**config.mk**
```make
export PLATFORM = sky130hd
export DESIGN_NAME = hds_back
export DESIGN_NICKNAME = d
export VERILOG_FILES = /design/src/sv/hds_pkg.sv /design/src/sv/hds_back.sv
export SDC_FILE = /design/constraint.sdc
export NUM_CORES = 2
export LEC_CHECK = 0
export BUFFER_PORTS_ARGS = -buffer_cell sky130_fd_sc_hd__buf_2
export CELL_PAD_IN_SITES_DETAIL_PLACEMENT = 0
export CELL_PAD_IN_SITES_GLOBAL_PLACEMENT = 1
export CORE_AREA = 2 2 263 395
export CTS_BUF_LIST = sky130_fd_sc_hd__clkbuf_8
export DETAILED_ROUTE_END_ITERATION = 7
export DIE_AREA = 0 0 265 397
export HOLD_SLACK_MARGIN = 0.06
export PLACE_DENSITY_LB_ADDON = 0.2
export SLEW_MARGIN = 5
export SYNTH_ARGS = -nofsm -noshare
export SYNTH_HDL_FRONTEND = slang
export SYNTH_SLANG_ARGS = --single-unit
export TNS_END_PERCENT = 1
```
**constraint.sdc**
```tcl
create_clock -name clk -period 8.8 [get_ports clk]
set_clock_uncertainty 0.05 [all_clocks]
set_input_delay 1.32 -clock clk [delete_from_list [all_inputs] [get_ports clk]]
set_output_delay 1.32 -clock clk [all_outputs]
set_load 0.01 [all_outputs]
```
**src/sv/hds_pkg.sv**
```systemverilog
`timescale 1ns / 1ps
// Package for the 2D heat diffusion stencil: stencil item type, register map,
// queue depth and fixed arithmetic widths. No dependencies.
package hds_pkg;

	localparam int unsigned DATA_W     = 32;
	localparam int unsigned ROW_W      = 16;
	localparam int unsigned COL_OUT_W  = 10;
	localparam int unsigned GAIN_W     = 16;
	localparam int unsigned COLS_CFG_W = 11;

	// Laplacian fits in 36 signed bits: four 32-bit terms minus four times a fifth.
	localparam int unsigned LAP_W  = 36;
	localparam int unsigned PROD_W = LAP_W + GAIN_W + 1;
	localparam int unsigned SUM_W  = PROD_W - GAIN_W + 1;

	localparam int unsigned QUEUE_DEPTH = 4;
	localparam int unsigned QPTR_W      = $clog2(QUEUE_DEPTH);
	localparam int unsigned QCNT_W      = $clog2(QUEUE_DEPTH + 1);

	localparam int unsigned PADDR_W = 4;
	localparam int unsigned PDATA_W = 32;

	typedef enum logic [1:0] {
		REG_GRID_ROWS = 2'd0,
		REG_GRID_COLS = 2'd1,
		REG_GAIN      = 2'd2,
		REG_NONE      = 2'd3
	} reg_idx_t;

	localparam logic [ROW_W-1:0]      ROWS_RESET = 16'd21;
	localparam logic [COLS_CFG_W-1:0] COLS_RESET = 11'd21;
	localparam logic [GAIN_W-1:0]     GAIN_RESET = 16'd13107;

	// One complete five-point neighborhood, ready for the update arithmetic.
	typedef struct packed {
		logic signed [DATA_W-1:0] v;
		logic signed [DATA_W-1:0] up;
		logic signed [DATA_W-1:0] down;
		logic signed [DATA_W-1:0] left;
		logic signed [DATA_W-1:0] right;
		logic [ROW_W-1:0]         row;
		logic [COL_OUT_W-1:0]     col;
		logic                     last;
	} stencil_t;

endpackage

```
**src/sv/hds_back.sv**
```systemverilog
`timescale 1ns / 1ps
// Back end: Laplacian, gain multiply with rounding, add and saturate, then the
// output register. Three stages, each held only when full. Depends on hds_pkg.
module hds_back
	import hds_pkg::*;
(
	input  logic                 clk,
	input  logic                 arst_n,
	input  logic [GAIN_W-1:0]    gain,
	input  logic                 q_empty,
	input  stencil_t             q_head,
	output logic                 q_pop,
	output logic                 out_valid,
	input  logic                 out_ready,
	output logic [DATA_W-1:0]    out_value,
	output logic [ROW_W-1:0]     out_row,
	output logic [COL_OUT_W-1:0] out_col,
	output logic                 out_last
);

	localparam logic signed [PROD_W-1:0] ROUND_HALF = PROD_W'(1) <<< (GAIN_W - 1);
	localparam logic signed [SUM_W-1:0]  SAT_MAX    = SUM_W'(32'sh7FFF_FFFF);
	localparam logic signed [SUM_W-1:0]  SAT_MIN    = SUM_W'(32'sh8000_0000);

	logic                     valid_s1;
	logic signed [LAP_W-1:0]  lap_s1;
	logic signed [DATA_W-1:0] v_s1;
	logic [ROW_W-1:0]         row_s1;
	logic [COL_OUT_W-1:0]     col_s1;
	logic                     last_s1;

	logic                     valid_s2;
	logic signed [PROD_W-1:0] prod_s2;
	logic signed [DATA_W-1:0] v_s2;
	logic [ROW_W-1:0]         row_s2;
	logic [COL_OUT_W-1:0]     col_s2;
	logic                     last_s2;

	logic                     en3;
	logic                     en2;
	logic                     en1;
	logic signed [LAP_W-1:0]  lap;
	logic signed [SUM_W-1:0]  sum;

	assign en3   = !out_valid || out_ready;
	assign en2   = !valid_s2 || en3;
	assign en1   = !valid_s1 || en2;
	assign q_pop = en1 && !q_empty;

	always_comb begin
		lap = LAP_W'(q_head.up) + LAP_W'(q_head.down) + LAP_W'(q_head.left)
			+ LAP_W'(q_head.right) - (LAP_W'(q_head.v) <<< 2);
		sum = SUM_W'(v_s2) + SUM_W'(prod_s2 >>> GAIN_W);
	end

	always_ff @(posedge clk or negedge arst_n) begin
		if (!arst_n) begin
			valid_s1  <= 1'b0;
			valid_s2  <= 1'b0;
			out_valid <= 1'b0;
			lap_s1    <= '0;
			v_s1      <= '0;
			row_s1    <= '0;
			col_s1    <= '0;
			last_s1   <= 1'b0;
			prod_s2   <= '0;
			v_s2      <= '0;
			row_s2    <= '0;
			col_s2    <= '0;
			last_s2   <= 1'b0;
			out_value <= '0;
			out_row   <= '0;
			out_col   <= '0;
			out_last  <= 1'b0;
		end else begin
			if (en1) begin
				valid_s1 <= !q_empty;
				lap_s1   <= lap;
				v_s1     <= q_head.v;
				row_s1   <= q_head.row;
				col_s1   <= q_head.col;
				last_s1  <= q_head.last;
			end
			if (en2) begin
				valid_s2 <= valid_s1;
				// Round to nearest, ties upward: add one half before the floor shift.
				prod_s2  <= PROD_W'(lap_s1) * $signed({1'b0, gain}) + ROUND_HALF;
				v_s2     <= v_s1;
				row_s2   <= row_s1;
				col_s2   <= col_s1;
				last_s2  <= last_s1;
			end
			if (en3) begin
				out_valid <= valid_s2;
				if (sum > SAT_MAX) begin
					out_value <= SAT_MAX[DATA_W-1:0];
				end else if (sum < SAT_MIN) begin
					out_value <= SAT_MIN[DATA_W-1:0];
				end else begin
					out_value <= sum[DATA_W-1:0];
				end
				out_row  <= row_s2;
				out_col  <= col_s2;
				out_last <= last_s2;
			end
		end
	end

endmodule

```
==> run summary <==
The average vias per placed instance came out at 4.83. The combined buffer and inverter count along the critical path is 6. The post-synthesis net count came out at 5013. For the worst setup path, the data arrival time is 8.13 ns. The final weighted congestion of routability-driven global placement came out at 0.864. Yosys mapped a number of flops with a built-in enable equal to 0. The actual slew at the worst max-slew pin is 0.961 ns. Each instance of the synthesized netlist takes up on average 9.02 um2. No sink is reached through more buffers than the 3 on the longest clock path. After synthesis the netlist holds a flip-flop and latch count of 253. The number of warnings reported in the yosys synthesis log is 0.

The sequential-to-total area share from yosys stat came out at 0.179. The leftover overflow at the end of global routing is 0. The via count came out at 26300.

The category of cells accounting for the largest share of critical-path delay is adder cells. The count of pins on the block boundary came out at 268. The sum of negative setup slack came out at 0 ns. The fraction of final layout cells with drive strength greater than 1 is 0.100. The cell with the largest stage delay on the worst path is buf_2. The worst setup path is captured at a flip-flop. The worst-path maximum fanout is 26. The number of nets in the layout came out at 5196.

The region available for standard cell placement spans 102000 um2. The count of buffers from port buffering is 267. Measured along the x axis, the die boundary spans 265 um. The post-synth design cell area is 35500 um2.

The all-layer global routing usage is 0.205. Tracing the worst setup path back leads to its startpoint at gain[2]. Setup repair after global routing left no endpoint under its margin. TritonCTS built the clock tree.

The setup path with the least slack is of type primary input to flip-flop. The number of cell instances on the worst register-to-register path is 25. Of all flip-flops after synthesis, the portion carrying an async set or reset was 1.00. The via count of the first global-routing pass came out at 28700. The remaining antenna violation count came out at 0.

The worst hold path belongs to the class flip-flop to flip-flop. The first global-routing pass estimated 167000 um of wire. The minimum clock period after layout came out at 7.72 ns.

The post-synthesis instance total came out at 3932. The number of optimization iterations in the first detailed-route pass is 5. Dividing the detail-routed wire length by the instance count gives 19.3 um.

The count of maximum capacitance violations is 0. The max-slew violation count is 0. The TritonCTS buffer count came out at 40. The reg-to-reg critical path endpoint is prod_s2[49]$_DFFE_PN0P_.

The number of stages on the worst setup path came out at 25. The count of buffers added by post-CTS timing repair for setup is 0. The vertical die dimension came out at 397 um. Prior to clock tree synthesis, the placed netlist has a worst setup slack of 0.435 ns. The die covers 105000 um2. Compared with the post-synthesis result, the final layout area differs by 10.0%. The startpoint identified for the worst register-to-register timing path is lap_s1[16]$_DFFE_PN0N_. The clock slew seen by the registers of the worst setup and hold paths came out at 0.07 ns. The number of antenna violations at the first check in global routing is 4.

For this run, design rule violations remaining after detail routing come to 0. Static timing analysis puts the maximum clock frequency at 130 MHz. The effective utilization at floorplan is 0.348. The pin count of the biggest net entering global routing came out at 86.

The setup check on the worst reg-to-reg path leaves a slack of 1.48 ns. The total wire length after detailed routing is 105000 um. The highest cell delay on the worst timing path came out at 0.59 ns. The critical path endpoint is prod_s2[49]$_DFFE_PN0P_.

The count of H-tree levels built during CTS is 2. The count of endpoints failing setup in the final report came out at 0. The leading register cell type out of synthesis is dfrtp_1. The sink count of the clock tree is 253. STA classifies the critical path startpoint as a primary input. The most common cell type on the critical path is fa_1.

The run finished with clean final reports. Data on the critical path is required at its endpoint by 9.21 ns. The post-detailed-placement half-perimeter wirelength came out at 85400 um.

The count of unique library cells instantiated by Yosys came out at 71. The final worst slack is 1.08 ns. The final hold violation count is 0. The post-CTS resize count came out at 0.

At the later pin of the worst-skew pair, clock insertion delay measures 0.59 ns. The worst hold slack across all endpoints is 0.409 ns. The row count came out at 144.

The root buffer cell chosen for the clock tree is clkbuf_8. The post-detailed-placement cell area came out at 38100 um2. The fraction of the cycle the final worst path needs came out at 0.877. For this block, the initial DRC count from the detailed router was 1290. The cell area after layout came out at 39000 um2. The number of hold buffers added after CTS was 0. Measured against its own limit, the worst slew margin works out to 0.359.
cells in the final DEF (no fill, tap or decap), types with 3 or more instances in the layout:
master	count
fa_1	646
xor2_1	37
xnor2_1	67
o22ai_1	3
inv_1	782
buf_2	266
a221oi_1	4
a221oi_2	3
a21oi_1	139
dfrtp_1	253
o21ai_1	5
a21o_1	55
nand2b_1	11
a311oi_1	4
a21boi_0	4
nand2_1	822
a211oi_1	17
o31ai_1	14
nor2b_1	5
o21ai_0	72
o21a_1	12
buf_4	44
a31oi_1	16
nand4_1	23
nor2_1	90
or3_1	7
nand3_1	25
clkinv_2	5
o21bai_1	22
o221a_2	22
and2_1	297
o211ai_1	5
and3_1	10
clkbuf_8	47
or2_2	3
nor3_1	20
bufinv_16	5
ha_1	228
area by class of cell:
| cell class | count | area, um2 |
|---|---|---|
| fillers | 10600 | 63000 |
| clock inverters | 21 | 225 |
| inverters | 773 | 2900 |
| clock buffers | 47 | 647 |
| flip-flops and latches | 253 | 6330 |
| well taps | 1314 | 1640 |
| diodes | 2 | 5.00 |
| repair buffers | 311 | 1680 |
| multi-input cells | 2736 | 25600 |
per-stage QoR:
stage	utilization	std cells
final	0.383	5457
after global placement	0.374	5387
after CTS	0.382	5455
after floorplan	-	3932
after global routing	0.383	5457
after detailed placement	0.374	5387
synthesized netlist by cell type (14+ instances only):
cell type | n | area share
o221a_2 | 22 | 0.0070
inv_1 | 773 | 0.082
nand3_1 | 25 | 0.0035
nand2_1 | 824 | 0.087
nor3_1 | 20 | 0.0028
o21bai_1 | 22 | 0.0047
a211oi_1 | 17 | 0.0036
o21ai_0 | 72 | 0.010
a21o_1 | 55 | 0.012
nor2_1 | 90 | 0.0095
clkbuf_1 | 148 | 0.016
a31oi_1 | 16 | 0.0028
xor2_1 | 37 | 0.0091
dfrtp_1 | 253 | 0.18
xnor2_1 | 67 | 0.017
fa_1 | 646 | 0.36
ha_1 | 228 | 0.080
and2_1 | 298 | 0.053
a21oi_1 | 139 | 0.020
o31ai_1 | 14 | 0.0030
nand4_1 | 23 | 0.0041
worst min-delay path by stage:
stage                       startpoint                      end  slack (ns)  cells after the start
6_report       out_row[15]$_DFFE_PN0P_  out_row[15]$_DFFE_PN0P_        0.41                      2
5_1_grt        out_row[10]$_DFFE_PN0P_  out_row[10]$_DFFE_PN0P_        0.43                      2
4_1_cts        out_row[15]$_DFFE_PN0P_  out_row[15]$_DFFE_PN0P_        0.42                      2
3_5_place_dp   out_row[15]$_DFFE_PN0P_  out_row[15]$_DFFE_PN0P_        0.40                      2
3_3_place_gp    out_col[8]$_DFFE_PN0P_   out_col[8]$_DFFE_PN0P_        0.39                      2
2_1_floorplan    col_s1[0]$_DFFE_PN0N_    col_s1[0]$_DFFE_PN0N_        0.39                      2
layer usage:
| metal | track usage | part of all wire | vias to the layer above |
|---|---|---|---|
| met4 | 0.0577 | 0.029 | 4 |
| met2 | 0.370 | 0.51 | 565 |
| met5 | 0 | 0.00022 | - |
| met3 | 0.0181 | 0.035 | 142 |
| met1 | 0.263 | 0.43 | 13400 |
| li1 | - | - | 12300 |
logic make-up after synthesis:
| family | count (synthesis) | share of synthesized area |
|---|---|---|
| AOI/OAI and AO/OA | 429 | 0.0806 |
| and+or+nand+nor | 1329 | 0.169 |
| xor gates and xnor gates | 104 | 0.0257 |
| adders and majority gates | 874 | 0.445 |
| buffers and inverters | 943 | 0.101 |
| DFF | 253 | 0.179 |
worst min-delay path: stages, from the launching register on:
cell,delay (ns)
dfrtp_1,0.34
nand2_1,0.05
nand2_1,0.05
flip-flops by register name (all words and copies together) (netlist names), 10 cells and up:
register and cells:
out_col 10, prod_s2 37, col_s2 10, v_s1 32, v_s2 32, row_s2 16
col_s1 10, out_value 32, out_row 16, lap_s1 36, row_s1 16
Power is not shown: default switching activity piles up to over one toggle a cycle in this logic, so the estimate is an artifact.
