==> src/sv/hds_pkg.sv <==
`timescale 1ns / 1ps
// Package for the 2D heat diffusion stencil: stencil item type, register map,
// queue depth and fixed arithmetic widths. No dependencies.
package hds_pkg;

	localparam int unsigned DATA_W     = 32;
	localparam int unsigned ROW_W      = 16;
	localparam int unsigned COL_OUT_W  = 10;
	localparam int unsigned GAIN_W     = 16;
	localparam int unsigned COLS_CFG_W = 11;

	// Laplacian fits in 36 signed bits: four 32-bit terms minus four times a fifth.
	localparam int unsigned LAP_W  = 36;
	localparam int unsigned PROD_W = LAP_W + GAIN_W + 1;
	localparam int unsigned SUM_W  = PROD_W - GAIN_W + 1;

	localparam int unsigned QUEUE_DEPTH = 4;
	localparam int unsigned QPTR_W      = $clog2(QUEUE_DEPTH);
	localparam int unsigned QCNT_W      = $clog2(QUEUE_DEPTH + 1);

	localparam int unsigned PADDR_W = 4;
	localparam int unsigned PDATA_W = 32;

	typedef enum logic [1:0] {
		REG_GRID_ROWS = 2'd0,
		REG_GRID_COLS = 2'd1,
		REG_GAIN      = 2'd2,
		REG_NONE      = 2'd3
	} reg_idx_t;

	localparam logic [ROW_W-1:0]      ROWS_RESET = 16'd21;
	localparam logic [COLS_CFG_W-1:0] COLS_RESET = 11'd21;
	localparam logic [GAIN_W-1:0]     GAIN_RESET = 16'd13107;

	// One complete five-point neighborhood, ready for the update arithmetic.
	typedef struct packed {
		logic signed [DATA_W-1:0] v;
		logic signed [DATA_W-1:0] up;
		logic signed [DATA_W-1:0] down;
		logic signed [DATA_W-1:0] left;
		logic signed [DATA_W-1:0] right;
		logic [ROW_W-1:0]         row;
		logic [COL_OUT_W-1:0]     col;
		logic                     last;
	} stencil_t;

endpackage

==> src/sv/hds_queue.sv <==
`timescale 1ns / 1ps
// Short flip-flop queue of stencil items between the front and the back end.
// Depends on hds_pkg.
module hds_queue
	import hds_pkg::*;
(
	input  logic     clk,
	input  logic     arst_n,
	input  logic     push,
	input  stencil_t push_item,
	output logic     full,
	input  logic     pop,
	output logic     empty,
	output stencil_t head
);

	stencil_t            entry_q [QUEUE_DEPTH];
	logic [QPTR_W-1:0]   wr_ptr_q;
	logic [QPTR_W-1:0]   rd_ptr_q;
	logic [QCNT_W-1:0]   count_q;
	logic                do_push;
	logic                do_pop;

	assign full    = (count_q == QCNT_W'(QUEUE_DEPTH));
	assign empty   = (count_q == '0);
	assign do_push = push && !full;
	assign do_pop  = pop && !empty;
	assign head    = entry_q[rd_ptr_q];

	always_ff @(posedge clk) begin
		if (do_push) begin
			entry_q[wr_ptr_q] <= push_item;
		end
	end

	always_ff @(posedge clk or negedge arst_n) begin
		if (!arst_n) begin
			wr_ptr_q <= '0;
			rd_ptr_q <= '0;
			count_q  <= '0;
		end else begin
			if (do_push) begin
				wr_ptr_q <= QPTR_W'((32'(wr_ptr_q) + 1) % QUEUE_DEPTH);
			end
			if (do_pop) begin
				rd_ptr_q <= QPTR_W'((32'(rd_ptr_q) + 1) % QUEUE_DEPTH);
			end
			if (do_push && !do_pop) begin
				count_q <= count_q + 1'b1;
			end else if (do_pop && !do_push) begin
				count_q <= count_q - 1'b1;
			end
		end
	end

endmodule

==> config.mk <==
export PLATFORM = sky130hd
export DESIGN_NAME = hds_queue
export DESIGN_NICKNAME = d
export VERILOG_FILES = /design/src/sv/hds_pkg.sv /design/src/sv/hds_queue.sv
export SDC_FILE = /design/constraint.sdc
export NUM_CORES = 1
export LEC_CHECK = 0
export BUFFER_PORTS_ARGS = -buffer_cell sky130_fd_sc_hd__buf_2
export CAP_MARGIN = 20
export CORE_MARGIN = 2
export CORE_UTILIZATION = 40
export DETAILED_ROUTE_END_ITERATION = 10
export PLACE_DENSITY = 0.62
export SYNTH_ARGS = -nofsm -noshare
export SYNTH_HDL_FRONTEND = slang
export SYNTH_SLANG_ARGS = --single-unit
==> constraint.sdc <==
create_clock -name clk -period 18.1 [get_ports clk]
set_clock_uncertainty 0.1 [all_clocks]
set_input_delay 0 -clock clk [delete_from_list [all_inputs] [get_ports clk]]
set_output_delay 0 -clock clk [all_outputs]
set_load 0.05 [all_outputs]
==> results of run 1 <==
## critical path: cells and delay by family (launching register included)
kind,cells,cell delay [ns]
buffers and inverters,3,1.97
muxes,1,0.63
DFF,1,0.74
## synth_stat cells (all sizes together)
cell type  count
and2           4
buf           37
xnor2          4
nor2           1
mux4         187
dfrtp          7
edfxtp       748
clkbuf         6
nand3          1
nor3b          1
ha             5
xor2           2
nor2b          1
mux2           2
inv            4
fa             1
nand2          1
or3            1
## area by class of cell
| cell class | instances | area, sq um | share of cell area (%) |
|---|---|---|---|
| diodes | 1 | 2.50 | 0.00712 |
| flip-flops and latches | 755 | 22600 | 64.4 |
| well taps | 873 | 1090 | 3.11 |
| clock inverters | 48 | 654 | 1.86 |
| repair buffers | 616 | 4220 | 12.0 |
| clock buffers | 94 | 2080 | 5.91 |
| multi-input cells | 211 | 4440 | 12.6 |
| inverters | 4 | 15.0 | 0.0427 |
## power by group
group          switching (mW)  total, mW  leakage [nW]  internal, mW
Combinational            1.74       2.44          3.82         0.704
Sequential             0.0983       2.41          6.93          2.31
Clock                   0.657       1.68          1.31          1.02
## placed cells by master (no fill, tap or decap)
master,synthesis,layout
and2_4,0,4
buf_4,0,19
dfrtp_4,0,2
or3_1,1,1
nor2b_1,1,1
dfrtp_1,7,5
nor3b_1,1,1
clkbuf_1,6,13
ha_1,5,5
fa_1,1,1
mux4_2,187,187
clkbuf_16,0,81
nor2_1,1,1
bufinv_16,0,14
inv_6,0,3
xor2_1,2,2
nand3_1,1,1
dlygate4sd3_1,0,218
edfxtp_1,748,748
clkinv_1,0,16
buf_2,23,379
clkinv_16,0,1
inv_1,4,4
inv_16,0,1
mux2_2,2,2
clkinv_8,0,1
clkinvlp_4,0,4
clkinv_4,0,3
xnor2_1,4,4
nand2_1,1,1
diode_2,0,1
clkinv_2,0,5
## path summary, 6_finish.rpt
path	startpoint	endpoint	slack (ns)	cells past startpoint
hold / removal	push_item[125]	entry_q[1][125]$_DFFE_PP_	0.03	2
max in group asynchronous	arst_n	rd_ptr_q[1]$_DFFE_PN0P_	17.33	3
setup / recovery	rd_ptr_q[0]$_DFFE_PN0P_	head[62]	13.98	4
min in group asynchronous	arst_n	count_q[0]$_DFFE_PN0P_	0.29	3
setup reg to reg	count_q[2]$_DFFE_PN0P_	entry_q[0][69]$_DFFE_PP_	14.35	5
hold reg to reg	count_q[2]$_DFFE_PN0P_	count_q[2]$_DFFE_PN0P_	0.40	1
## routing by layer
metal	global-route usage (%)	wire, microns	up-vias
li1	-	-	5729
met4	4.93	1250	6
met3	4.50	3890	93
met2	27.0	28500	398
met1	21.1	23600	6955
met5	0	39	-
## state kept, by name, indices dropped and copies added, names as in the netlist
signal	count
count_q	3
entry_q	748
rd_ptr_q	2
wr_ptr_q	2
## stage by stage
step	util (%)	instance area, sq um	instances
2_1_floorplan	-	27400	1013
5_1_grt	52.1	35100	2602
6_report	52.1	35100	2602
3_5_place_dp	44.8	30200	2241
4_1_cts	52.0	35100	2601
3_3_place_gp	44.8	30200	2241
## logic make-up (layout without fill, tap and decap cells)
kind of cell | count (synthesis) | after routing | synth area share [%]
simple gates | 10 | 10 | 0.210
xor+xnor | 6 | 6 | 0.192
fa+ha+maj | 6 | 6 | 0.302
mux | 189 | 189 | 15.5
flops | 755 | 755 | 82.7
other cells | 0 | 1 | 0
buf+inv | 47 | 762 | 1.13
==> key figures, run 1 <==
Placement
  – Dpl ws: 14.26 ns
  – Detailed placer's ending HPWL: 32800 microns
  – RD Place Congestion: 0.730
  – Port buffer count: 379

Power
  – PwrDens: between 150 and 200 nW/um^2
  – P_leak: 12.1 nW
  – Pwr Total: 6.54 mW
  – Peak supply drop: between 0.1 and 0.15 mV

Status
  – Outcome: finished clean

CTS
  – Post-CTS Repair Setup Buffers: 0
  – CTS Buffer Depth: 3
  – CTS Hold Buffers Added: 218
  – Root buf cell: clkbuf_16
  – Clock insertion delay at the later pin of the skew report: 0.61 ns
  – Cells resized by post-CTS repair: 0
  – CTS tree: yes
  – Clk pin slew, worst setup/hold paths: 0.06 ns
  – Clock Sink Count: between 700 and 800
  – Total CTS buffers: 80
  – H-tree depth: 3

Yosys
  – Syn Area/Cell: 27.0 sq um
  – Synth warnings: 0
  – Synth top area cells: edfxtp_1, mux4_2, dfrtp_1, buf_6, buf_2
  – Yosys top cell by area: edfxtp_1
  – Post-synthesis sequential area ratio: between 80 and 90%
  – Distinct cell type count after synthesis: 19
  – Mapped Nets: between 1000 and 1500
  – Post-Syn Instances: 1013
  – Top cell type's share of synthesized area: roughly 82%
  – Synthesized area: 27400 sq um
  – Synth Register Bits: 755

Layout
  – Layout Nets: ~1900
  – Fill cell count: between 5000 and 6000
  – Syn-to-layout area delta: 28.4%
  – Share of cells above drive strength 1: 40.9%

STA
  – RSZ-0062 raised after global routing: false
  – Worst-margin pin slew: 1.04 ns
  – Fin crit share: 22.8%
  – Final hold slack: 0.0327 ns
  – Final worst setup slack: around 14 ns
  – Final setup violation count: 0
  – Slew Limit Fails: 0
  – Hold Fails Final Rpt: 0
  – Post-route setup TNS: 0 ns
  – Max Fclk: 243 MHz
  – Minimum clock period: 4.12 ns
  – Max_slew headroom: about 30%

Flow run
  – Maxcap violations: 0

Floorplanning
  – Die Area: 70500 sq um
  – Top Ports: 380
  – Die Y-Extent: 266 microns
  – Die width: 266 microns
  – Starting density of the core: just over 40%
  – CORE AREA: just under 70000 sq um
  – # rows: 95

Worst setup path
  – Critical path endpoint category: output port
  – CP Max Fanout: 47
  – Most used cell, CP: buf_4
  – Req. time, crit path: 18.00 ns
  – CP max stage delay: between 0.8 and 0.9 ns
  – Critical path cell sequence: buf_4 > buf_4 > mux4_2 > buf_2
  – Startpoint types: flop
  – CP arrival: approximately 4.0 ns
  – Worst setup path category: flop to output port
  – Worst path slowest cell: buf_4

Drt
  – Vias/cell: approximately 5.1
  – Drt pass-1 iters: 5
  – DRT Wirelength: 57300 microns
  – Residual DRC: 0
  – Antenna Violating Nets Remaining: 0
  – Drt wl/cell: 22.0 microns
  – Starting DRT DRC Count: 868
  – Detailed-route via count: 13200

GRT
  – Initial antenna violation count: 4
  – Largest net degree at the start of global routing: 65
  – Overflow after GRT: 0
  – GRT Total Usage: approximately 16%
  – Vias in the first global route: between 10000 and 15000
  – First-pass GRT wire length: 87000 microns

Worst hold path
  – Min-Delay Path Class: input pin to flop
Note: power is estimated with default switching activity, not from simulation.
==> run 2: changes to the inputs <==
--- a/config.mk
+++ b/config.mk
@@ -10,7 +10,7 @@
 export CORE_MARGIN = 2
 export CORE_UTILIZATION = 40
 export DETAILED_ROUTE_END_ITERATION = 10
-export PLACE_DENSITY = 0.62
+export PLACE_DENSITY = 0.64
 export SYNTH_ARGS = -nofsm -noshare
 export SYNTH_HDL_FRONTEND = slang
 export SYNTH_SLANG_ARGS = --single-unit
==> constraint.sdc (replaced) <==
create_clock -name clk -period 3.7 [get_ports clk]
set_clock_uncertainty 0.1 [all_clocks]
set_input_delay 0 -clock clk [delete_from_list [all_inputs] [get_ports clk]]
set_output_delay 0 -clock clk [all_outputs]
set_load 0.05 [all_outputs]
==> run 2 against run 1 <==
Critical endpoint is now head[55]. Cell count down 0.12%. Routed wire length shrank 2.5%. Combinational power grew to 5.0 times the previous value. Largest cell class unchanged. Global-route usage is 0.48 points lower. Power grew to 4.8 times the previous value. Core utilization decreased by 0.13 points. Sequential cell count did not move.
==> key figures, run 2 (synthesis gave the netlist of run 1 again) <==
Status
  – Outcome: finished clean

Layout
  – Commonest non-fill, non-tap cell in the layout: edfxtp_1
  – Commonest non-fill, non-tap cells in the layout: edfxtp_1, buf_2, dlygate4sd3_1
  – Syn-to-layout area delta: 28.1%
  – Top Registers: entry_q x748, count_q x3
  – Max FFs per register: 748
  – Layout Nets: between 1500 and 2000
  – Share of cells above drive strength 1: 41.1%
  – Final design utilization: 51.9%
  – Largest reg by FF count: entry_q

Worst setup path
  – CP Max Fanout: 23
  – Critical path cell sequence: buf_4 > mux4_2 > buf_2
  – Critical path endpoint category: output port
  – Worst setup path category: flop to output port
  – Delay-heaviest family, CP: buffers and inverters
  – Reg2reg end: entry_q[2][65]$_DFFE_PP_
  – Worst path slowest cell: dfrtp_4
  – Setup slack, reg-to-reg: 1.17 ns
  – Startpoint types: flop
  – Req. time, crit path: 3.60 ns
  – WP buf/inv: 2
  – CP arrival: about 2.7 ns
  – R2r startpoint: count_q[2]$_DFFE_PN0P_
  – CP max stage delay: 0.70 ns
  – R2R cell count: 4

Placement
  – Port buffer count: 379
  – RD Place Congestion: 0.757
  – Detailed placer's ending HPWL: between 30000 and 40000 microns

STA
  – Hold Fails Final Rpt: 0
  – Post-route setup TNS: 0 ns
  – Minimum clock period: between 2 and 3 ns
  – Fin crit share: 75.1%
  – Slew Limit Fails: 0
  – Max_slew headroom: between 30 and 40%
  – Max Fclk: 360 MHz
  – Final setup violation count: 0
  – RSZ-0062 raised after global routing: false
  – Worst-margin pin slew: 1.00 ns

Floorplanning
  – Die Y-Extent: 266 microns
  – # rows: 95
  – Starting density of the core: 40.5%
  – CORE AREA: approximately 68000 sq um
  – Die Area: 70500 sq um
  – Die width: 266 microns
  – Top Ports: between 300 and 400

Drt
  – Residual DRC: 0
  – Drt wl/cell: 21.5 microns
  – Detailed-route via count: 13000
  – Antenna Violating Nets Remaining: 0
  – DRT Wirelength: 55800 microns
  – Vias/cell: approximately 5.0
  – Drt pass-1 iters: 5
  – Starting DRT DRC Count: 873

CTS
  – Clock insertion delay at the later pin of the skew report: 0.60 ns
  – Root buf cell: clkbuf_16
  – Total CTS buffers: 80
  – Clk pin slew, worst setup/hold paths: 0.06 ns
  – CTS tree: yes
  – Post-CTS Repair Setup Buffers: 0
  – Clock Sink Count: 755
  – CTS Buffer Depth: 3
  – H-tree depth: 3

Power
  – Internal power: 19.3 mW
  – Clock share of power: 24.1%
  – NetSw: ~12 mW
  – Logic pwr share: about two fifths
  – Switching Share: 38.5%
  – Sequential fraction of design power: 37.5%
  – PwrDens: approximately 900 nW/um^2
  – P_leak: 12.0 nW
  – Peak supply drop: 0.653 mV

GRT
  – Largest net degree at the start of global routing: 119
  – First-pass GRT wire length: approximately 85000 microns
  – Vias in the first global route: 14200
  – Initial antenna violation count: 6
  – GRT Total Usage: 15.8%
  – Overflow after GRT: 0

Worst hold path
  – Min-Delay Path Class: input pin to flop
  – Hold depth: 2
  – Worst hold path endpoint: entry_q[2][46]$_DFFE_PP_
  – Hold Startpoint: push_item[46]

Flow run
  – Maxcap violations: 0
==> run 2: cell type report <==
| cell class | instances | area [sq um] |
|---|---|---|
| clock inverter | 43 | 394 |
| fill | 5301 | 32500 |
| tap | 873 | 1090 |
| antenna | 3 | 7.51 |
| clock buffer | 99 | 2120 |
| timing repair buffer | 611 | 4350 |
| sequential | 755 | 22600 |
| inverter | 4 | 15.0 |
| multi-input combinational | 211 | 4440 |
==> run 2: power groups by stage <==
stage          registers (mW)  logic, mW  clock network (mW)
3_3_place_gp             11.9       12.1                   0
2_1_floorplan            11.8       9.34                   0
6_report                 11.8       12.1                7.58
4_1_cts                  11.8       12.3                7.79
5_1_grt                  11.9       12.7                8.13
3_5_place_dp             12.0       12.1                   0
==> run 2: what timing repair did <==
| item | in CTS | in global routing |
|---|---|---|
| hold buffers | 208 | 0 |
| endpoints found under the setup margin | 0 | 0 |
| endpoints found under the hold margin | 762 | 0 |
| resized for setup | 0 | 0 |
==> run 2: worst max path at each step <==
stage | cells past startpoint | slack (ns) | start | end
final | 3 | 0.92 | rd_ptr_q[0]$_DFFE_PN0P_ | head[55]
after global routing | 3 | 0.74 | rd_ptr_q[0]$_DFFE_PN0P_ | head[92]
after CTS | 3 | 0.78 | rd_ptr_q[0]$_DFFE_PN0P_ | head[72]
after detailed placement | 4 | 1.14 | count_q[2]$_DFFE_PN0P_ | entry_q[2][82]$_DFFE_PP_
after global placement | 4 | 1.19 | count_q[2]$_DFFE_PN0P_ | entry_q[2][73]$_DFFE_PP_
after floorplan | 4 | -0.16 | count_q[2]$_DFFE_PN0P_ | entry_q[0][0]$_DFFE_PP_
==> run 2: layer usage <==
metal,global-route usage [%],vias up,routed length (microns)
li1,-,5729,-
met1,20.5,6839,23000
met2,26.1,366,27800
met3,4.65,77,3980
met4,4.68,6,1030
met5,0,-,43
==> run 2: through the flow <==
step                      setup slack, ns  instance area, sq um  cells  hold slack, ns  total power [mW]
final                               0.922                 35100   2599          0.0402              31.4
after CTS                           0.784                 35000   2596        0.000368              31.9
after floorplan                    -0.160                 27400   1013          -0.396              21.2
after detailed placement             1.14                 30500   2246          -0.246              24.1
after global placement               1.19                 30500   2246          -0.258              23.9
after global routing                0.742                 35100   2599          0.0123              32.7
